File: config.mk
export PLATFORM = sky130hd
export DESIGN_NAME = scaled_monotonic_timestamp
export DESIGN_NICKNAME = d
export VERILOG_FILES = /design/src/hdl/smts_pkg.sv /design/src/hdl/scaled_monotonic_timestamp.sv
export SDC_FILE = /design/constraint.sdc
export NUM_CORES = 2
export LEC_CHECK = 0
export ABC_CLOCK_PERIOD_IN_PS = 9700
export BUFFER_PORTS_ARGS = -buffer_cell sky130_fd_sc_hd__buf_4
export CORE_MARGIN = 2
export CORE_UTILIZATION = 35
export DETAILED_ROUTE_END_ITERATION = 8
export GPL_TIMING_DRIVEN = 1
export SYNTH_ARGS = -nofsm -noshare
export SYNTH_HDL_FRONTEND = slang
export SYNTH_SLANG_ARGS = --single-unit
File: constraint.sdc
create_clock -name clk -period 9.7 [get_ports clk]
set_input_delay 0.97 -clock clk [delete_from_list [all_inputs] [get_ports clk]]
set_output_delay 0.97 -clock clk [all_outputs]
set_load 0.02 [all_outputs]
File: src/hdl/smts_pkg.sv
`timescale 1ns / 1ps

package smts_pkg;

	localparam int STAMP_W  = 64;
	localparam int FREQ_W   = 32;
	localparam int TARGET_W = 34;
	localparam int PROD_W   = FREQ_W + TARGET_W;
	localparam int CNT_W    = 6;
	localparam int CFG_IDX_W = 2;

	typedef logic [STAMP_W-1:0]  stamp_t;
	typedef logic [FREQ_W-1:0]   freq_t;
	typedef logic [TARGET_W-1:0] target_t;
	typedef logic [PROD_W-1:0]   prod_t;

	// Configuration register indexes.
	localparam logic [CFG_IDX_W-1:0] REG_REF_FREQ   = 2'd0;
	localparam logic [CFG_IDX_W-1:0] REG_REF_START  = 2'd1;
	localparam logic [CFG_IDX_W-1:0] REG_TARGET_HZ  = 2'd2;
	localparam logic [CFG_IDX_W-1:0] REG_STAMP_BASE = 2'd3;

	localparam target_t TARGET_HZ_RESET = 34'd2400000000;

endpackage

File: src/hdl/scaled_monotonic_timestamp.sv
`timescale 1ns / 1ps
// Scaled monotonic timestamp.
// The sample channel (sample_valid, sample_stall, ref_sample, sample_ok) takes
// one counter reading per word; the stamp channel (stamp_valid, stamp_stall,
// stamp) returns exactly one stamp word for each sample word, in order.
// The config channel (cfg_valid, cfg_ready, cfg_index, cfg_data) writes
// ref_freq, ref_start, target_hz and stamp_base; cfg_ready is always high and
// writes are meant for times when no sample is in flight.
// With ref_freq zero or sample_ok low, the stamp appears in the cycle after
// the sample is taken, and such words can follow each other every cycle while
// stamp_stall is low. Otherwise the elapsed count is divided by ref_freq, the
// remainder scaled and divided again, and the parts summed: two 64-step
// restoring divisions on the shared subtractor and the 32x34 multiplier, then the
// final add and compare. The next sample can be taken in the same cycle
// that stamp_valid rises, if stamp_stall is low. One sample is in work at a
// time, and sample_stall also stays high while a finished stamp waits under
// stamp_stall.
// Reset clears the last stamp and the registers to their reset values
// (target_hz to 2400000000) and leaves the block idle with no stamp pending.
module scaled_monotonic_timestamp
	import smts_pkg::*;
(
	input  logic                 clk,
	input  logic                 arst_n,
	input  logic                 sample_valid,
	output logic                 sample_stall,
	input  logic [63:0]          ref_sample,
	input  logic                 sample_ok,
	output logic                 stamp_valid,
	input  logic                 stamp_stall,
	output logic [63:0]          stamp,
	input  logic                 cfg_valid,
	output logic                 cfg_ready,
	input  logic [CFG_IDX_W-1:0] cfg_index,
	input  logic [63:0]          cfg_data
);

	localparam logic [2:0] S_IDLE  = 3'd0;
	localparam logic [2:0] S_DIV1  = 3'd1;
	localparam logic [2:0] S_MUL1  = 3'd2;
	localparam logic [2:0] S_DIV2  = 3'd3;
	localparam logic [2:0] S_MULLO = 3'd4;
	localparam logic [2:0] S_MULHI = 3'd5;
	localparam logic [2:0] S_SUM   = 3'd6;
	localparam logic [2:0] S_DONE  = 3'd7;

	logic [2:0]     state_q;
	logic [CNT_W-1:0] cnt_q;
	freq_t          freq_q;
	stamp_t         start_q;
	target_t        target_q;
	stamp_t         base_q;
	stamp_t         last_q;
	stamp_t         work_q;
	freq_t          rem_q;
	stamp_t         quo_q;
	stamp_t         prod_q;
	stamp_t         acc_q;
	logic           out_valid_q;
	stamp_t         stamp_q;

	logic           take;
	logic           fallback;
	logic           out_free;
	logic           cfg_wr;
	logic           stamp_set;
	logic [FREQ_W:0]   trial;
	logic [FREQ_W+1:0] diff;
	logic           ge;
	freq_t          rem_n;
	freq_t          mul_a;
	prod_t          mul_p;
	stamp_t         t_sum;

	assign out_free     = !out_valid_q || !stamp_stall;
	assign sample_stall = (state_q != S_IDLE) || !out_free;
	assign take         = sample_valid && !sample_stall;
	assign fallback     = (freq_q == '0) || !sample_ok;
	assign cfg_ready    = 1'b1;
	assign cfg_wr       = cfg_valid && cfg_ready;
	assign stamp_valid  = out_valid_q;
	assign stamp        = stamp_q;
	assign stamp_set    = (state_q == S_IDLE && take && fallback) ||
	                      (state_q == S_DONE && out_free);

	// One restoring division step, shared by both divisions.
	assign trial = {rem_q, work_q[STAMP_W-1]};
	assign diff  = {1'b0, trial} - {2'b00, freq_q};
	assign ge    = !diff[FREQ_W+1];
	assign rem_n = ge ? diff[FREQ_W-1:0] : trial[FREQ_W-1:0];

	// Shared multiplier operand: remainder first, then the quotient halves.
	always_comb begin
		unique case (state_q)
			S_MULLO: mul_a = quo_q[FREQ_W-1:0];
			S_MULHI: mul_a = quo_q[STAMP_W-1:FREQ_W];
			default: mul_a = rem_q;
		endcase
	end
	assign mul_p = {{TARGET_W{1'b0}}, mul_a} * {{FREQ_W{1'b0}}, target_q};

	assign t_sum = acc_q + base_q;

	always_ff @(posedge clk or negedge arst_n) begin
		if (!arst_n) begin
			state_q     <= S_IDLE;
			cnt_q       <= '0;
			freq_q      <= '0;
			start_q     <= '0;
			target_q    <= TARGET_HZ_RESET;
			base_q      <= '0;
			last_q      <= '0;
			out_valid_q <= 1'b0;
		end else begin
			if (stamp_set) begin
				out_valid_q <= 1'b1;
			end else if (!stamp_stall) begin
				out_valid_q <= 1'b0;
			end
			// A stamp_base write reloads the last stamp and overrides any update.
			if (cfg_wr && cfg_index == REG_STAMP_BASE) begin
				last_q <= cfg_data;
			end else if (state_q == S_IDLE && take && fallback) begin
				last_q <= last_q + 64'd1;
			end else if (state_q == S_DONE && out_free && t_sum > last_q) begin
				last_q <= t_sum;
			end
			unique case (state_q)
				S_IDLE: begin
					if (take && !fallback) begin
						state_q <= S_DIV1;
						cnt_q   <= '0;
					end
				end
				S_DIV1: begin
					cnt_q <= cnt_q + 1'b1;
					if (cnt_q == '1) begin
						state_q <= S_MUL1;
					end
				end
				S_MUL1: begin
					state_q <= S_DIV2;
					cnt_q   <= '0;
				end
				S_DIV2: begin
					cnt_q <= cnt_q + 1'b1;
					if (cnt_q == '1) begin
						state_q <= S_MULLO;
					end
				end
				S_MULLO: state_q <= S_MULHI;
				S_MULHI: state_q <= S_SUM;
				S_SUM:   state_q <= S_DONE;
				S_DONE: begin
					if (out_free) begin
						state_q <= S_IDLE;
					end
				end
				default: state_q <= S_IDLE;
			endcase
			if (cfg_wr) begin
				unique case (cfg_index)
					REG_REF_FREQ:   freq_q   <= cfg_data[FREQ_W-1:0];
					REG_REF_START:  start_q  <= cfg_data;
					REG_TARGET_HZ:  target_q <= cfg_data[TARGET_W-1:0];
					REG_STAMP_BASE: base_q   <= cfg_data;
					default: ;
				endcase
			end
		end
	end

	// Datapath registers, no reset needed.
	always_ff @(posedge clk) begin
		unique case (state_q)
			S_IDLE: begin
				if (take) begin
					work_q  <= ref_sample - start_q;
					rem_q   <= '0;
					stamp_q <= last_q;
				end
			end
			S_DIV1, S_DIV2: begin
				work_q <= {work_q[STAMP_W-2:0], ge};
				rem_q  <= rem_n;
			end
			S_MUL1: begin
				quo_q  <= work_q;
				work_q <= mul_p[STAMP_W-1:0];
				rem_q  <= '0;
			end
			S_MULLO: prod_q <= mul_p[STAMP_W-1:0];
			S_MULHI: begin
				acc_q  <= work_q + prod_q;
				prod_q <= mul_p[STAMP_W-1:0];
			end
			S_SUM: acc_q <= acc_q + {prod_q[FREQ_W-1:0], {FREQ_W{1'b0}}};
			S_DONE: begin
				if (out_free) begin
					stamp_q <= (t_sum > last_q) ? t_sum : last_q;
				end
			end
			default: ;
		endcase
	end

	// The partial remainder stays below the divisor throughout a division.
	a_rem_below_div: assert property (@(posedge clk) disable iff (!arst_n)
		(state_q == S_DIV1 || state_q == S_DIV2) |-> (rem_q < freq_q))
		else $error("partial remainder not below divisor");

	// A computed stamp leaves the last stamp equal to the word shown.
	a_done_tracks_last: assert property (@(posedge clk) disable iff (!arst_n)
		(state_q == S_DONE && out_free && !cfg_wr) |=> (stamp_valid && last_q == stamp_q))
		else $error("last stamp differs from delivered stamp");

	// The fallback shows the old stamp and steps the last stamp by one.
	a_fallback_step: assert property (@(posedge clk) disable iff (!arst_n)
		(take && fallback && !(cfg_wr && cfg_index == REG_STAMP_BASE))
		|=> (stamp_valid && last_q == stamp_q + 64'd1))
		else $error("fallback increment wrong");

	// The divider starts only from an accepted sample.
	a_busy_no_take: assert property (@(posedge clk) disable iff (!arst_n)
		(state_q == S_DIV1 && $past(state_q) == S_IDLE) |-> $past(take))
		else $error("divider started without an accepted sample");

endmodule

==> results.py <==
metrics = {
    "hold_path": {
        "hold_path_class": "input pin to asynchronous set/reset pin",
    },
    "cts": {
        "cts_max_level": 3,
        "cts_hold_buf": 0,
        "cts.reportedPaths.clkPinSlew_ns": 0.06,
        "clockBufferDepth": 3,
        "clock_latency_ns": 0.67,
        "cts-buffers-inserted": 70,
        "tritoncts": "done",
        "numClockSinks": 620,
        "ctsRootBufferMaster": "sky130_fd_sc_hd__clkbuf_16",
    },
    "worst_setup_path": {
        "endpoint_kind": "flop",
        "slowest_stage": "sky130_fd_sc_hd__dfrtp_4",
        "max_stage_delay_ns": 0.61,
        "critPathMostFrequentCell": "sky130_fd_sc_hd__fa_1",
        "worst-setup-path-type": "flop to flop",
        "worstPathRequired_ns": 10.11,
        "worstPathMaxFanout": 34,
        "critical_path.startpoint_type": "flop",
        "cp.arrival_ns": 9.84,
    },
    "sta": {
        "worst-slew-pin-transition_ns": 1.29,
        "worst_slew_margin_rel_pct": 14.2,
        "final_min_period_over_clock_period_pct": 97.2,
        "rsz0062_at_grt": "no",
        "post-route-min-period_ns": 9.43,
        "timing_max_transition_violations_final": 0,
        "fin_skew_ns": 0.0424,
        "timing.final.hold_violations": 0,
        "setup-violations-final": 0,
        "clock.fmax_ghz": 0.106,
    },
    "floorplan": {
        "floorplan.rows": 170,
        "initial_utilization_pct": 35.3,
        "dieHeight_um": 469,
        "area_of_the_die_um2": 220000,
        "num_io_pins": 203,
        "fp.coreArea_um2": 215000,
        "die_w_um": 469,
    },
    "synth": {
        "ys_seq_elements": 620,
        "synth.area.mux_share_pct": 2.15,
        "complex_gate_fraction_of_the_synthesized_area_pct": 13.2,
        "async_flop_share_pct": 43.2,
        "syn-cell-area_um2": 75700,
        "netlist_instances": 8278,
        "synth_seq_area_share_pct": 22.8,
        "synth-main-ff-cell": "sky130_fd_sc_hd__edfxtp_1",
        "synthDistinctLibCells": 94,
        "yosys.area_share.simple_pct": 15.5,
        "synth_nets": 9942,
        "combinational_family_with_the_most_area_after_synthesis": "adder cells",
        "yosys.area_share.xor_xnor_pct": 3.79,
        "synth.avg_cell_area_um2": 9.15,
        "yosysWarningCount": 0,
        "synth-edff-count": 352,
        "synth_fa_ha_area_share_pct": 34.8,
    },
    "placed_design": {
        "placement.io_buffers": 201,
        "numPlacedInstances": 11100,
        "dp.final_hpwl_um": 218000,
        "routabilityCongestion": 0.969,
    },
    "global_route": {
        "grt_usage_pct": 24.3,
        "maximum_number_of_pins_on_one_net_before_global_route_repair": 135,
        "vias_in_the_first_global_route": 62500,
        "grtUsageMet2_pct": 38.4,
        "global_route.overflow_total": 0,
        "antenna_violations_before_repair": 13,
        "met3_usage_pct": 3.89,
        "global_route.usage.met1_pct": 34.1,
        "grt_most_used_layer": "met2",
        "grt_first_pass_wirelength_um": 403000,
    },
    "final_layout": {
        "drive_above_1_share_pct": 8.55,
        "nNetsFinal": 9984,
        "syn2layout_area_growth_pct": 10.1,
        "finalNonFillerCells": 11200,
    },
    "detailed_routing": {
        "num_vias": 61700,
        "drcViolationCount": 0,
        "drt-total-wl_um": 269000,
        "vias_per_cell": 5.50,
        "drtPass1Iterations": 6,
        "detailedRoute.firstIterationViolations": 6098,
        "wire_per_inst_um": 24.0,
        "final_antenna_net_count": 0,
    },
    "run": {
        "maxCapViolCount": 0,
    },
    "run_status": {
        "status": "finished, final reports clean",
    },
}
[sequential cells by signal, summed over array words and instances (netlist names), 34 cells and up]
register and count:
quo_q 64, start_q 64, acc_q 64, work_q 64
target_q 34, base_q 64, stamp 64, last_q 64
prod_q 64
[through the flow]
stage | setup TNS, ns | hold WS (ns) | setup WS, ns | util (%) | instance area (um^2)
final | 0 | 0.316 | 0.270 | 38.8 | 83400
after global routing | 0 | 0.365 | 0.0120 | 38.8 | 83400
after CTS | 0 | 0.324 | 0.122 | 38.8 | 83300
after detailed placement | -0.0557 | 0.472 | -0.0557 | 37.7 | 81000
after global placement | 0 | 0.465 | 0.0284 | 37.7 | 81000
after floorplan | 0 | 0.449 | 0.110 | - | 75700
[synth_stat cells, drive strengths merged (18+ instances only)]
cell type / number / area [um^2]
nand2: 1270 / 4770
clkbuf: 373 / 1400
nand3: 100 / 500
nand4: 70 / 438
nand2b: 47 / 294
ha: 568 / 7110
mux2: 109 / 1230
inv: 1162 / 4360
a31oi: 80 / 500
nor3: 68 / 340
nor2b: 86 / 538
fa: 960 / 19200
xnor2: 217 / 1900
a21oi: 431 / 2170
buf: 30 / 128
and3: 51 / 319
a22oi: 25 / 188
a21o: 229 / 1720
xor2: 111 / 972
o31ai: 23 / 178
a221o: 19 / 190
nor2: 296 / 1110
and2: 454 / 2840
a211oi: 31 / 233
nor4: 20 / 125
o21a: 46 / 345
o221a: 18 / 203
mux2i: 40 / 400
edfxtp: 352 / 10600
dfrtp: 258 / 6460
o221ai: 24 / 210
o21bai: 48 / 360
o211ai: 36 / 275
o22ai: 43 / 269
o21ai: 375 / 1890
[placed cells by master, fill, tap and decap left out, types with 15 or more instances in the layout]
cell                        netlist  final
sky130_fd_sc_hd__o221ai_1        24     24
sky130_fd_sc_hd__a221o_1         19     19
sky130_fd_sc_hd__and2_1         451    451
sky130_fd_sc_hd__o21a_1          46     46
sky130_fd_sc_hd__dfrtp_1        258    249
sky130_fd_sc_hd__nand2b_1        47     47
sky130_fd_sc_hd__o31ai_1         22     22
sky130_fd_sc_hd__a21o_1         229    229
sky130_fd_sc_hd__a31oi_1         80     79
sky130_fd_sc_hd__o22ai_1         43     43
sky130_fd_sc_hd__nand2_1       1270   1268
sky130_fd_sc_hd__o221a_2         18     18
sky130_fd_sc_hd__a21oi_1        429    426
sky130_fd_sc_hd__o21ai_0        337    335
sky130_fd_sc_hd__buf_4            1    354
sky130_fd_sc_hd__a22oi_1         25     25
sky130_fd_sc_hd__nand4_1         70     70
sky130_fd_sc_hd__a211o_1         15     15
sky130_fd_sc_hd__o21ai_2          3     34
sky130_fd_sc_hd__ha_1           568    568
sky130_fd_sc_hd__nor2b_1         86     86
sky130_fd_sc_hd__clkbuf_16        0     76
sky130_fd_sc_hd__xnor2_1        217    217
sky130_fd_sc_hd__mux2_2         109    109
sky130_fd_sc_hd__a211oi_1        31     31
sky130_fd_sc_hd__buf_12           0     16
sky130_fd_sc_hd__o21bai_1        48     48
sky130_fd_sc_hd__nor2_1         296    293
sky130_fd_sc_hd__mux2i_1         40     38
sky130_fd_sc_hd__and3_1          51     50
sky130_fd_sc_hd__nor3_1          68     67
sky130_fd_sc_hd__edfxtp_1       352    352
sky130_fd_sc_hd__nor4_1          20     20
sky130_fd_sc_hd__nand3_1        100     99
sky130_fd_sc_hd__xor2_1         111    111
sky130_fd_sc_hd__fa_1           960    960
sky130_fd_sc_hd__o211ai_1        35     35
sky130_fd_sc_hd__inv_1         1160   1159
[worst max-delay path, delay by kind of cell (launching register included)]
family | cells | cell delay [ns]
flops | 1 | 0.61
buf+inv | 6 | 0.61
fa+ha+maj | 9 | 4.27
simple gates | 6 | 1.69
mux | 2 | 0.67
compound gates | 7 | 1.33
[worst paths after layout]
| check | startpoint | endpoint | slack [ns] | depth (start not counted) |
|---|---|---|---|---|
| setup / recovery | state_q[0] | work_q[61] | 0.27 | 30 |
| hold / removal | arst_n | last_q[54] | 0.32 | 1 |
| setup reg to reg | state_q[0] | work_q[61] | 0.27 | 30 |
| hold reg to reg | work_q[26] | quo_q[26] | 0.47 | 0 |
| max in group asynchronous | arst_n | state_q[0] | 7.92 | 2 |
| min in group clk | work_q[26] | quo_q[26] | 0.47 | 0 |
[metal layers]
metal  routed length (um)  share of wire [%]
met1               117000                 44
met2               121000                 45
met4                 9750                3.6
met3                21300                7.9
met5                  116              0.043
[final cells by class]
type,count,area (um^2)
Fill cell,21400,131000
Multi-Input combinational cell,6092,52800
Sequential cell,620,17300
Inverter,1163,4370
Tap cell,2838,3550
Timing Repair Buffer,373,3030
Clock buffer,92,1990
Clock inverter,34,362
Antenna cell,13,32.5
[timing repair]
item                                    in CTS  in global routing
setup buffers                                0                  2
pin swaps                                    0                  1
endpoints found under the setup margin       1                  9
gates resized for setup                      1                  3
[cell families after synthesis]
| family | count (synthesis) |
|---|---|
| and+or+nand+nor | 2523 |
| buffers and inverters | 1566 |
| AOI/OAI and AO/OA | 1563 |
| adders and majority gates | 1528 |
| DFF | 620 |
| xor gates and xnor gates | 328 |
| muxes | 149 |
| other | 1 |
Power is not shown: default switching activity piles up to over one toggle a cycle in this logic, so the estimate is an artifact.
